<file path="config.mk">
export PLATFORM = sky130hd
export DESIGN_NAME = sbe_alu
export DESIGN_NICKNAME = d
export VERILOG_FILES = /design/src/sv/stack_bytecode_executor_top_assert.svh /design/src/sv/sbe_pkg.sv /design/src/sv/sbe_alu.sv
export SDC_FILE = /design/constraint.sdc
export NUM_CORES = 2
export LEC_CHECK = 0
export BUFFER_PORTS_ARGS = -buffer_cell sky130_fd_sc_hd__buf_2
export CORE_MARGIN = 5
export CORE_UTILIZATION = 40
export DETAILED_ROUTE_END_ITERATION = 6
export HOLD_SLACK_MARGIN = 0.05
export PLACE_DENSITY = 0.63
export REMOVE_ABC_BUFFERS = 1
export SYNTH_ARGS = -nofsm -noshare
export SYNTH_HDL_FRONTEND = slang
export SYNTH_SLANG_ARGS = --single-unit
</file>
<file path="constraint.sdc">
create_clock -name clk -period 14.2 [get_ports clk]
set_input_delay 0.71 -clock clk [delete_from_list [all_inputs] [get_ports clk]]
set_output_delay 0.71 -clock clk [all_outputs]
set_load 0.005 [all_outputs]
</file>
<file path="src/sv/stack_bytecode_executor_top_assert.svh">
// Assertion macros for the stack bytecode executor.
// Included by modules that carry concurrent checks; no other dependencies.
`ifndef STACK_BYTECODE_EXECUTOR_TOP_ASSERT_SVH
`define STACK_BYTECODE_EXECUTOR_TOP_ASSERT_SVH

// antecedent implies consequent in the same cycle
`define SBE_ASSERT_IMP(label, clk, rst_n, ante, cons) \
    label: assert property (@(posedge clk) disable iff (!rst_n) (ante) |-> (cons)) \
        else $error("sbe assertion failed");

// antecedent implies consequent in the following cycle
`define SBE_ASSERT_NXT(label, clk, rst_n, ante, cons) \
    label: assert property (@(posedge clk) disable iff (!rst_n) (ante) |=> (cons)) \
        else $error("sbe assertion failed");

`endif

</file>
<file path="src/sv/sbe_pkg.sv">
// Package for the stack bytecode executor: opcodes, codes, types and decoder.
// No dependencies; used by sbe_alu, stack_bytecode_executor_top and the testbench.
`timescale 1ns / 1ps

package sbe_pkg;

    localparam logic [7:0] OP_NOP           = 8'h00;
    localparam logic [7:0] OP_ICONST_M1     = 8'h02;
    localparam logic [7:0] OP_ICONST_0      = 8'h03;
    localparam logic [7:0] OP_ICONST_5      = 8'h08;
    localparam logic [7:0] OP_BIPUSH        = 8'h10;
    localparam logic [7:0] OP_SIPUSH        = 8'h11;
    localparam logic [7:0] OP_ILOAD         = 8'h15;
    localparam logic [7:0] OP_ALOAD         = 8'h19;
    localparam logic [7:0] OP_ILOAD_0       = 8'h1a;
    localparam logic [7:0] OP_ILOAD_3       = 8'h1d;
    localparam logic [7:0] OP_ALOAD_0       = 8'h2a;
    localparam logic [7:0] OP_ALOAD_3       = 8'h2d;
    localparam logic [7:0] OP_ISTORE        = 8'h36;
    localparam logic [7:0] OP_ASTORE        = 8'h3a;
    localparam logic [7:0] OP_ISTORE_0      = 8'h3b;
    localparam logic [7:0] OP_ISTORE_3      = 8'h3e;
    localparam logic [7:0] OP_ASTORE_0      = 8'h4b;
    localparam logic [7:0] OP_ASTORE_3      = 8'h4e;
    localparam logic [7:0] OP_DUP           = 8'h59;
    localparam logic [7:0] OP_IADD          = 8'h60;
    localparam logic [7:0] OP_ISUB          = 8'h64;
    localparam logic [7:0] OP_IMUL          = 8'h68;
    localparam logic [7:0] OP_IDIV          = 8'h6c;
    localparam logic [7:0] OP_IREM          = 8'h70;
    localparam logic [7:0] OP_INEG          = 8'h74;
    localparam logic [7:0] OP_ISHL          = 8'h78;
    localparam logic [7:0] OP_ISHR          = 8'h7a;
    localparam logic [7:0] OP_IUSHR         = 8'h7c;
    localparam logic [7:0] OP_IAND          = 8'h7e;
    localparam logic [7:0] OP_IOR           = 8'h80;
    localparam logic [7:0] OP_IXOR          = 8'h82;
    localparam logic [7:0] OP_IINC          = 8'h84;
    localparam logic [7:0] OP_IFEQ          = 8'h99;
    localparam logic [7:0] OP_IFLE          = 8'h9e;
    localparam logic [7:0] OP_IF_ICMPEQ     = 8'h9f;
    localparam logic [7:0] OP_IF_ICMPLE     = 8'ha4;
    localparam logic [7:0] OP_GOTO          = 8'ha7;
    localparam logic [7:0] OP_IRETURN       = 8'hac;
    localparam logic [7:0] OP_ARETURN       = 8'hb0;
    localparam logic [7:0] OP_RETURN        = 8'hb1;
    localparam logic [7:0] OP_GETSTATIC     = 8'hb2;
    localparam logic [7:0] OP_INVOKEVIRTUAL = 8'hb6;

    localparam logic [2:0] ERR_OK        = 3'd0;
    localparam logic [2:0] ERR_UNDERFLOW = 3'd1;
    localparam logic [2:0] ERR_OVERFLOW  = 3'd2;
    localparam logic [2:0] ERR_DIVZERO   = 3'd3;
    localparam logic [2:0] ERR_BADOP     = 3'd4;

    localparam logic [1:0] RK_NONE  = 2'd0;
    localparam logic [1:0] RK_VOID  = 2'd1;
    localparam logic [1:0] RK_VALUE = 2'd2;

    // branch condition, relative to the first opcode of each branch group
    localparam logic [2:0] CC_EQ = 3'd0;
    localparam logic [2:0] CC_NE = 3'd1;
    localparam logic [2:0] CC_LT = 3'd2;
    localparam logic [2:0] CC_GE = 3'd3;
    localparam logic [2:0] CC_GT = 3'd4;
    localparam logic [2:0] CC_LE = 3'd5;

    typedef enum logic [4:0] {
        OC_NOP, OC_CONST, OC_BIPUSH, OC_SIPUSH, OC_LOAD, OC_STORE, OC_DUP,
        OC_ARITH, OC_DIV, OC_NEG, OC_IINC, OC_IF1, OC_IF2, OC_GOTO,
        OC_RETV, OC_RET, OC_PRINT, OC_BAD
    } op_class_t;

    typedef enum logic [3:0] {
        ALU_ADD, ALU_SUB, ALU_MUL, ALU_AND, ALU_OR, ALU_XOR,
        ALU_SHL, ALU_SHR, ALU_USHR, ALU_DIV, ALU_REM
    } alu_op_t;

    typedef enum logic [2:0] {
        S_IDLE, S_CHECK, S_RDB, S_RDA, S_EXEC, S_WAIT, S_WB
    } state_t;

    typedef struct packed {
        logic      done;
        logic      eq;
        logic      lt;
        logic      gt;
    } alu_stat_t;

    typedef struct packed {
        op_class_t  cls;
        alu_op_t    aop;
        logic [1:0] pops;
        logic [1:0] pushes;
        logic [1:0] len;
        logic       idx_op;
    } dec_t;

    function automatic dec_t decode(input logic [7:0] op);
        dec_t d;
        d.cls    = OC_BAD;
        d.aop    = ALU_ADD;
        d.pops   = 2'd0;
        d.pushes = 2'd0;
        d.len    = 2'd1;
        d.idx_op = 1'b0;
        unique case (op) inside
            OP_NOP:
                d.cls = OC_NOP;
            OP_GETSTATIC:
            begin
                d.cls = OC_NOP;
                d.len = 2'd3;
            end
            [OP_ICONST_M1:OP_ICONST_5]:
            begin
                d.cls = OC_CONST;
                d.pushes = 2'd1;
            end
            OP_BIPUSH:
            begin
                d.cls = OC_BIPUSH;
                d.pushes = 2'd1;
                d.len = 2'd2;
            end
            OP_SIPUSH:
            begin
                d.cls = OC_SIPUSH;
                d.pushes = 2'd1;
                d.len = 2'd3;
            end
            OP_ILOAD, OP_ALOAD:
            begin
                d.cls = OC_LOAD;
                d.pushes = 2'd1;
                d.len = 2'd2;
            end
            [OP_ILOAD_0:OP_ILOAD_3], [OP_ALOAD_0:OP_ALOAD_3]:
            begin
                d.cls = OC_LOAD; d.pushes = 2'd1; d.idx_op = 1'b1;
            end
            OP_ISTORE, OP_ASTORE:
            begin
                d.cls = OC_STORE;
                d.pops = 2'd1;
                d.len = 2'd2;
            end
            [OP_ISTORE_0:OP_ISTORE_3], [OP_ASTORE_0:OP_ASTORE_3]:
            begin
                d.cls = OC_STORE; d.pops = 2'd1; d.idx_op = 1'b1;
            end
            OP_DUP:
            begin
                d.cls = OC_DUP;
                d.pops = 2'd1;
                d.pushes = 2'd2;
            end
            OP_IADD, OP_ISUB, OP_IMUL, OP_ISHL, OP_ISHR, OP_IUSHR, OP_IAND, OP_IOR, OP_IXOR:
            begin
                d.cls = OC_ARITH; d.pops = 2'd2; d.pushes = 2'd1;
            end
            OP_IDIV, OP_IREM:
            begin
                d.cls = OC_DIV;
                d.pops = 2'd2;
                d.pushes = 2'd1;
            end
            OP_INEG:
            begin
                d.cls = OC_NEG;
                d.pops = 2'd1;
                d.pushes = 2'd1;
            end
            OP_IINC:
            begin
                d.cls = OC_IINC;
                d.len = 2'd3;
            end
            [OP_IFEQ:OP_IFLE]:
            begin
                d.cls = OC_IF1;
                d.pops = 2'd1;
                d.len = 2'd3;
            end
            [OP_IF_ICMPEQ:OP_IF_ICMPLE]:
            begin
                d.cls = OC_IF2;
                d.pops = 2'd2;
                d.len = 2'd3;
            end
            OP_GOTO:
            begin
                d.cls = OC_GOTO;
                d.len = 2'd3;
            end
            OP_IRETURN, OP_ARETURN:
            begin
                d.cls = OC_RETV;
                d.pops = 2'd1;
            end
            OP_RETURN:
                d.cls = OC_RET;
            OP_INVOKEVIRTUAL:
            begin
                d.cls = OC_PRINT;
                d.pops = 2'd1;
                d.len = 2'd3;
            end
            default:
                d.cls = OC_BAD;
        endcase
        unique case (op)
            OP_ISUB:  d.aop = ALU_SUB;
            OP_INEG:  d.aop = ALU_SUB;
            OP_IMUL:  d.aop = ALU_MUL;
            OP_IDIV:  d.aop = ALU_DIV;
            OP_IREM:  d.aop = ALU_REM;
            OP_ISHL:  d.aop = ALU_SHL;
            OP_ISHR:  d.aop = ALU_SHR;
            OP_IUSHR: d.aop = ALU_USHR;
            OP_IAND:  d.aop = ALU_AND;
            OP_IOR:   d.aop = ALU_OR;
            OP_IXOR:  d.aop = ALU_XOR;
            default:  d.aop = ALU_ADD;
        endcase
        return d;
    endfunction

endpackage

</file>
<file path="src/sv/sbe_alu.sv">
// Shared arithmetic unit: add/sub/logic/shift/multiply ready the cycle after start,
// signed divide and remainder by a one-bit-per-cycle restoring loop. Uses sbe_pkg.
`timescale 1ns / 1ps

module sbe_alu
(
    input  logic              clk,
    input  logic              rst_n,
    input  logic              start,
    input  sbe_pkg::alu_op_t  op,
    input  logic [31:0]       a,
    input  logic [31:0]       b,
    output logic [31:0]       result,
    output sbe_pkg::alu_stat_t stat
);

    logic [31:0] res_reg;
    logic        done_reg;
    logic        busy_reg;
    logic        fix_reg;
    logic [4:0]  cnt_reg;
    logic [31:0] rem_reg;
    logic [31:0] quo_reg;
    logic [31:0] mb_reg;
    logic        neg_q_reg;
    logic        neg_r_reg;
    logic        is_rem_reg;

    logic [31:0] quick;
    logic [32:0] trial;
    logic [32:0] diff;
    logic [31:0] rem_next;
    logic [31:0] quo_next;
    logic        is_div;

    always_comb
    begin
        case (op)
            sbe_pkg::ALU_SUB:  quick = a - b;
            sbe_pkg::ALU_MUL:  quick = a * b;
            sbe_pkg::ALU_AND:  quick = a & b;
            sbe_pkg::ALU_OR:   quick = a | b;
            sbe_pkg::ALU_XOR:  quick = a ^ b;
            sbe_pkg::ALU_SHL:  quick = a << b[4:0];
            sbe_pkg::ALU_SHR:  quick = $unsigned($signed(a) >>> b[4:0]);
            sbe_pkg::ALU_USHR: quick = a >> b[4:0];
            default:           quick = a + b;
        endcase
        is_div   = (op == sbe_pkg::ALU_DIV) || (op == sbe_pkg::ALU_REM);
        trial    = {rem_reg, quo_reg[31]};
        diff     = trial - {1'b0, mb_reg};
        rem_next = diff[32] ? trial[31:0] : diff[31:0];
        quo_next = {quo_reg[30:0], ~diff[32]};
    end

    always_ff @(posedge clk or negedge rst_n)
    begin
        if (!rst_n)
        begin
            done_reg <= 1'b0;
            busy_reg <= 1'b0;
            fix_reg  <= 1'b0;
            cnt_reg  <= 5'd0;
        end
        else
        begin
            done_reg <= 1'b0;
            if (start && is_div)
            begin
                busy_reg <= 1'b1;
                cnt_reg  <= 5'd31;
            end
            else if (start)
            begin
                done_reg <= 1'b1;
            end
            else if (busy_reg)
            begin
                cnt_reg <= cnt_reg - 5'd1;
                if (cnt_reg == 5'd0)
                begin
                    busy_reg <= 1'b0;
                    fix_reg  <= 1'b1;
                end
            end
            else if (fix_reg)
            begin
                fix_reg  <= 1'b0;
                done_reg <= 1'b1;
            end
        end
    end

    always_ff @(posedge clk)
    begin
        if (start && is_div)
        begin
            rem_reg    <= 32'd0;
            quo_reg    <= a[31] ? (32'd0 - a) : a;
            mb_reg     <= b[31] ? (32'd0 - b) : b;
            neg_q_reg  <= a[31] ^ b[31];
            neg_r_reg  <= a[31];
            is_rem_reg <= (op == sbe_pkg::ALU_REM);
        end
        else if (start)
        begin
            res_reg <= quick;
        end
        else if (busy_reg)
        begin
            rem_reg <= rem_next;
            quo_reg <= quo_next;
        end
        else if (fix_reg)
        begin
            if (is_rem_reg)
                res_reg <= neg_r_reg ? (32'd0 - rem_reg) : rem_reg;
            else
                res_reg <= neg_q_reg ? (32'd0 - quo_reg) : quo_reg;
        end
    end

    assign result    = res_reg;
    assign stat.done = done_reg;
    assign stat.eq   = (a == b);
    assign stat.lt   = ($signed(a) < $signed(b));
    assign stat.gt   = ($signed(a) > $signed(b));

endmodule

</file>
After elaboration in Yosys (flattened, before gate mapping)
Cells that the tools add are included.
{"block": "classes", "add_sub_neg": 8, "mul": 1, "div_mod_pow": 0, "order_cmp": 2, "eq_ne": 14, "shifts": 3, "n_mux": 26, "n_bitwise": 7, "n_reduce_logical": 9}
{"op": "32-bit two-way mux", "n": 11}
{"op": "32-bit case mux with 8 select lines", "n": 1}
{"op": "1-bit by 32-bit subtractor with 32-bit output (first input constant)", "n": 4}
{"op": "33-bit by 32-bit subtractor with 33-bit output", "n": 1}
{"op": "32-bit adder", "n": 1}
{"op": "32-bit bitwise AND", "n": 1}
{"op": "32-bit equality test", "n": 1}
{"op": "32-bit > comparator", "n": 1}
{"op": "32-bit < comparator", "n": 1}
{"op": "32-bit by 32-bit multiplier with 32-bit output", "n": 1}
{"op": "32-bit bitwise OR", "n": 1}
{"op": "32-bit by 5-bit << shifter with 32-bit output", "n": 1}
{"op": "32-bit by 5-bit right shift with 32-bit output", "n": 1}
{"op": "32-bit by 5-bit >>> shifter with 32-bit output", "n": 1}
{"op": "32-bit subtractor", "n": 1}
{"op": "32-bit XOR", "n": 1}
{"op": "31-bit two-way mux", "n": 1}
{"op": "4-bit by 3-bit equality test with 1-bit output (second input constant)", "n": 4}
{"op": "5-bit two-way mux", "n": 3}
{"op": "4-bit equality test (second input constant)", "n": 3}
{"op": "1-bit two-way mux", "n": 10}
{"op": "4-bit by 2-bit equality test with 1-bit output (second input constant)", "n": 2}
{"op": "3-bit AND reduction", "n": 2}
{"op": "5-bit logical NOT", "n": 1}
{"op": "10 further kinds", "n": 15}
{"block": "totals", "ff_bits": 139, "latchBits": 0, "mem_bits_rw": 0, "mem_bits_ro": 0, "in_bits": 71, "output_inout_bits": 36, "n_memories": 0}

Longest topological paths before layout
{"block": "depth", "ltp_word": 6, "ltp_mapped": 32}

Worst setup path after synthesis
Ideal clock, no wire load.
{"block": "synth_path", "path_kind": "input-to-reg", "start": "input b[2]", "end": "register res_reg[31] (netlist: result[31]) (data pin)", "setup_ps": 264, "arrival_ps": 8444, "t_required_ps": 13936, "path_slack_ps": 5492, "stages": 30, "n_path_buf": 5, "path_cell_list": "buf_2 clkinv_1 buf_1 buf_1 clkbuf_1 clkbuf_1 nor2_1 fa_1 inv_1 fa_1 fa_1 fa_1 inv_1 fa_1 inv_1 fa_1 inv_1 fa_1 fa_1 ha_1 a21o_1 a21oi_1 nand2_1 a2111o_1 nand3_1 a31oi_1 o41ai_1 xnor2_1 nand2_1 a31oi_1"}
{"block": "synth_between", "elab_chain_len": 3, "elab_cells_between_ends": 8, "cone_classes": "2 x add/sub; 1 x mul; 3 x shift; 2 x mux"}
{"element": "start, declared", "line_no": "sbe_alu.sv:12", "source": "input logic [31:0] b,"}
{"element": "32-bit by 32-bit multiplier with 32-bit output (tied with other cells)", "line_no": "sbe_alu.sv:40", "source": "sbe_pkg::ALU_MUL: quick = a * b;"}
{"element": "32-bit case mux with 8 select lines (*)", "line_no": "sbe_alu.sv:38", "source": "case (op)"}
{"element": "32-bit two-way mux (*)", "line_no": "sbe_alu.sv:105", "source": "else if (start)"}
{"element": "end signal, assigned", "line_no": "sbe_alu.sv:107", "source": "res_reg <= quick;"}
{"element": "end signal, assigned", "line_no": "sbe_alu.sv:117", "source": "res_reg <= neg_r_reg ? (32'd0 - rem_reg) : rem_reg;"}
{"element": "end signal, assigned", "line_no": "sbe_alu.sv:119", "source": "res_reg <= neg_q_reg ? (32'd0 - quo_reg) : quo_reg;"}
{"element": "end, declared", "line_no": "sbe_alu.sv:17", "source": "logic [31:0] res_reg;"}
Mark *: on every way between the ends. The rest lies on a longest branch, timed or not.
A chain may end at the register's enable or synchronous reset.

Worst setup path in the final report
{"block": "layout_path", "start": "input a[10]", "end": "register res_reg[20] (netlist: result[20]) (data pin)"}
{"block": "layout_between", "elab_chain_len": 3, "elab_cells_between_ends": 8, "cone_classes": "2 x add/sub; 1 x mul; 3 x shift; 2 x mux"}
{"element": "start, declared", "line_no": "sbe_alu.sv:11", "source": "input logic [31:0] a,"}
{"element": "32-bit by 32-bit multiplier with 32-bit output (tied with other cells)", "line_no": "sbe_alu.sv:40"}
{"element": "32-bit case mux with 8 select lines (*)", "line_no": "sbe_alu.sv:38"}
{"element": "32-bit two-way mux (*)", "line_no": "sbe_alu.sv:105"}
Marks and branches as above.

==> summary.md <==
| Metric | Value |
|---|---|
| Post-CTS sizing | `0` |
| First-pass GRT wire length | `~220 mm` |
| CP top delay family | `adder cells` |
| Initial core utilization | `40.5%` |
| Total Neg Setup Slack | `0 ps` |
| Port buffer count | `106` |
| FFs w/ async S/R, synth | `~5.8%` |
| Number of synthesized flops with an enable pin | `between 90 and 100` |
| Chip Height | `a little under 300 µm` |
| GRT overflow | `0` |
| Endpoints failing setup | `0` |
| Worst endpoint required time | `14310 ps` |
| Hold WC Path Type | `in -> async` |
| Cell mode on critical path | `fa_1` |
| Buf/Inv on CP | `5` |
| Commonest non-fill, non-tap cell in the layout | `nor2_1` |
| Period utilisation layout | `between 60 and 70%` |
| Syn Area/Cell | `between 8 and 9 µm²` |
| Initial drt markers | `slightly above 4k` |
| Unrepaired setup endpoints after global routing | `no` |
| Register-to-Register Path Depth | `13` |
| Worst slew pin tran | `between 1000 and 1500 ps` |
| Layout Skew | `~20 ps` |
| Clk_lat worst skew | `about 450 ps` |
| # IOs | `107` |
| Layout cell share with drive strength beyond 1 | `around 7.6%` |
| Antenna-violating nets left | `0` |
| Cell taking the most area after synthesis | `fa_1` |
| Setup repair bufs after CTS | `0` |
| Crit path depth | `23` |
| Crit Reg-Reg Endpoint | `rem_reg[4]` |
| Most frequent cells in the layout | `nor2_1, inv_1, nand2_1` |
| Top-area cell type share of the netlist area | `between 20% and 30%` |
| R2R Setup Slk | `around 10000 ps` |
| Final WL | `149 mm` |
| Setup crit end kind | `flip-flop` |
| Register bit total from synthesis | `between 100 and 150` |
| Dpl hpwl | `around 110 mm` |
| # hold bufs at CTS | `0` |
| Synth warnings | `0` |
| H-tree depth | `4` |
| Reg2reg start | `rem_reg[0]` |
| Vias in the first global route | `around 32k` |
| CTS max path bufs | `2` |
| WHS | `approximately 130 ps` |
| Largest net degree at the start of global routing | `68` |
| CTS Root Cell | `clkbuf_16` |
| Setup CP Type | `in -> reg` |
| Synth top area cells | `fa_1, ha_1, edfxtp_1` |
| Shortest period the worst path allows | `between 8000 and 9000 ps` |
| Die area | `about 90000 µm²` |
| Clk sinks | `139` |
| CTS buffer count | `17` |
| Max_cap viols | `0` |
| Crit path cell chain | `buf_2 -> clkinv_1 -> nor2_1 -> fa_1 -> fa_1 -> fa_1 -> inv_1 -> fa_1 -> inv_1 -> fa_1 -> ha_1 -> fa_1 -> fa_1 -> ha_1 -> a21o_1 -> a21o_1 -> a31oi_1 -> o21bai_1 -> a211oi_1 -> a2111oi_0 -> buf_4 -> a2111oi_0 -> a21oi_1` |
| Register area share after synthesis | `11.5%` |
| Via count | `31.9k` |
| Status | `finished, violations left` |
| Crit path launch type | `input port` |
| Core area | `around 82000 µm²` |
| Critical path's largest stage delay | `1060 ps` |
| Area Growth Syn to Fin | `6.22%` |
| CTS clock-pin slew for the worst setup and hold paths | `approximately 60 ps` |
| DRC violations left | `2` |
| Layout Utilization | `a little over two fifths` |
| Gpl congestion | `roughly 1.1` |
| FILL cells | `8376` |
| Distinct cells, synth | `between 80 and 90` |
| # rows | `about 110` |
| Initial antenna violation count | `12` |
| Critical path arrival | `roughly 9000 ps` |
| Die width | `298 µm` |
| Synth Cell Area | `approximately 33000 µm²` |
| Final Hold Fails | `0` |
| Tot GR Track Use | `between 30% and 40%` |
| CTS tree | `built` |
| Drt pass-1 iters | `7` |
| Final net count | `4779` |
| Relative slew slack | `14.5%` |
| Failing checks | `design-rule violations` |
| WL per Instance | `between 20 and 30 µm` |
| Peak Freq | `between 0.1 and 0.15 GHz` |
| Slowest cell on crit path | `a2111oi_0` |
| CP max FO | `19` |
| Final Max Tran Viols | `0` |
| Mapped Cells | `between 4k and 5k` |
| Vias/cell | `roughly 6.2` |
| Post-synth top flop | `edfxtp_1` |
-- cell families (layout without fill, tap and decap cells) --
family | count (synthesis) | in the layout | share of synthesized area, %
and+or+nand+nor | 1268 | 1268 | 16.4
muxes | 121 | 121 | 5.15
DFF | 139 | 139 | 11.5
xor gates and xnor gates | 257 | 257 | 6.76
buffers and inverters | 799 | 743 | 9.09
other | 0 | 8 | 0
adders and majority gates | 669 | 669 | 34.4
AOI/OAI and AO/OA | 855 | 855 | 16.7
-- how the worst max path moves through the flow --
stage               startpoint          to  slack (ps)
floorplan                 b[2]  result[31]        5470
global placement         a[12]  result[20]        5240
detailed placement       a[12]  result[20]        5010
CTS                      a[12]  result[20]        5490
global route             a[10]  result[20]        5120
finish                   a[10]  result[20]        5300
-- synth_stat cells (17+ instances only) --
library cell	instances
a211oi_1	37
a21o_1	46
a21oi_1	194
a221oi_1	18
a31oi_1	17
buf_1	45
clkbuf_1	209
clkinv_1	20
dfxtp_1	32
edfxtp_1	99
fa_1	411
ha_1	258
inv_1	508
mux2i_1	70
mux4_2	39
nand2_1	432
nand2b_1	36
nand3_1	28
nor2_1	549
nor2b_1	22
nor3_1	52
nor4_1	25
o211ai_1	21
o21a_1	17
o21ai_0	248
o221ai_1	17
o22ai_1	23
o31ai_1	48
o41ai_1	24
or3_1	31
xnor2_1	198
xor2_1	59
-- per-stage QoR --
stage / setup WS, ps / cells / area [µm²]
CTS: 5490 / 5122 / 35300
global route: 5120 / 5122 / 35300
global placement: 5240 / 5090 / 34700
finish: 5300 / 5130 / 35300
detailed placement: 5010 / 5090 / 34700
floorplan: 5470 / 3841 / 32200
-- worst register-to-register path, cell delays in order (launching register included) --
cell       delay [ps]
dfxtp_1           530
inv_1             180
fa_1              490
nor2b_1           190
o31ai_1           140
a21oi_1           330
o21ai_0           270
a2111oi_0         390
nand2b_1          240
o221a_2           290
xor2_4            140
buf_4             440
nor2_1            140
a221o_1           310
-- layout make-up --
type	instances	area [µm²]	area share, %
Sequential cell	139	3810	10.8
Clock buffer	21	504	1.43
Antenna cell	8	20.0	0.0566
Timing Repair Buffer	179	1080	3.07
Clock inverter	11	92.6	0.262
Tap cell	1070	1340	3.79
Multi-Input combinational cell	3170	26500	75.0
Inverter	532	2000	5.65
-- layer usage --
| metal | track usage (%) | part of all wire, % |
|---|---|---|
| met5 | 0 | 0.073 |
| met1 | 41.9 | 38 |
| met3 | 10.2 | 13 |
| met2 | 49.6 | 43 |
| met4 | 16.8 | 6.6 |
Power is left out: the tool's default activity adds up to more than one toggle a clock period on the data nets, which glitch-free logic cannot reach.
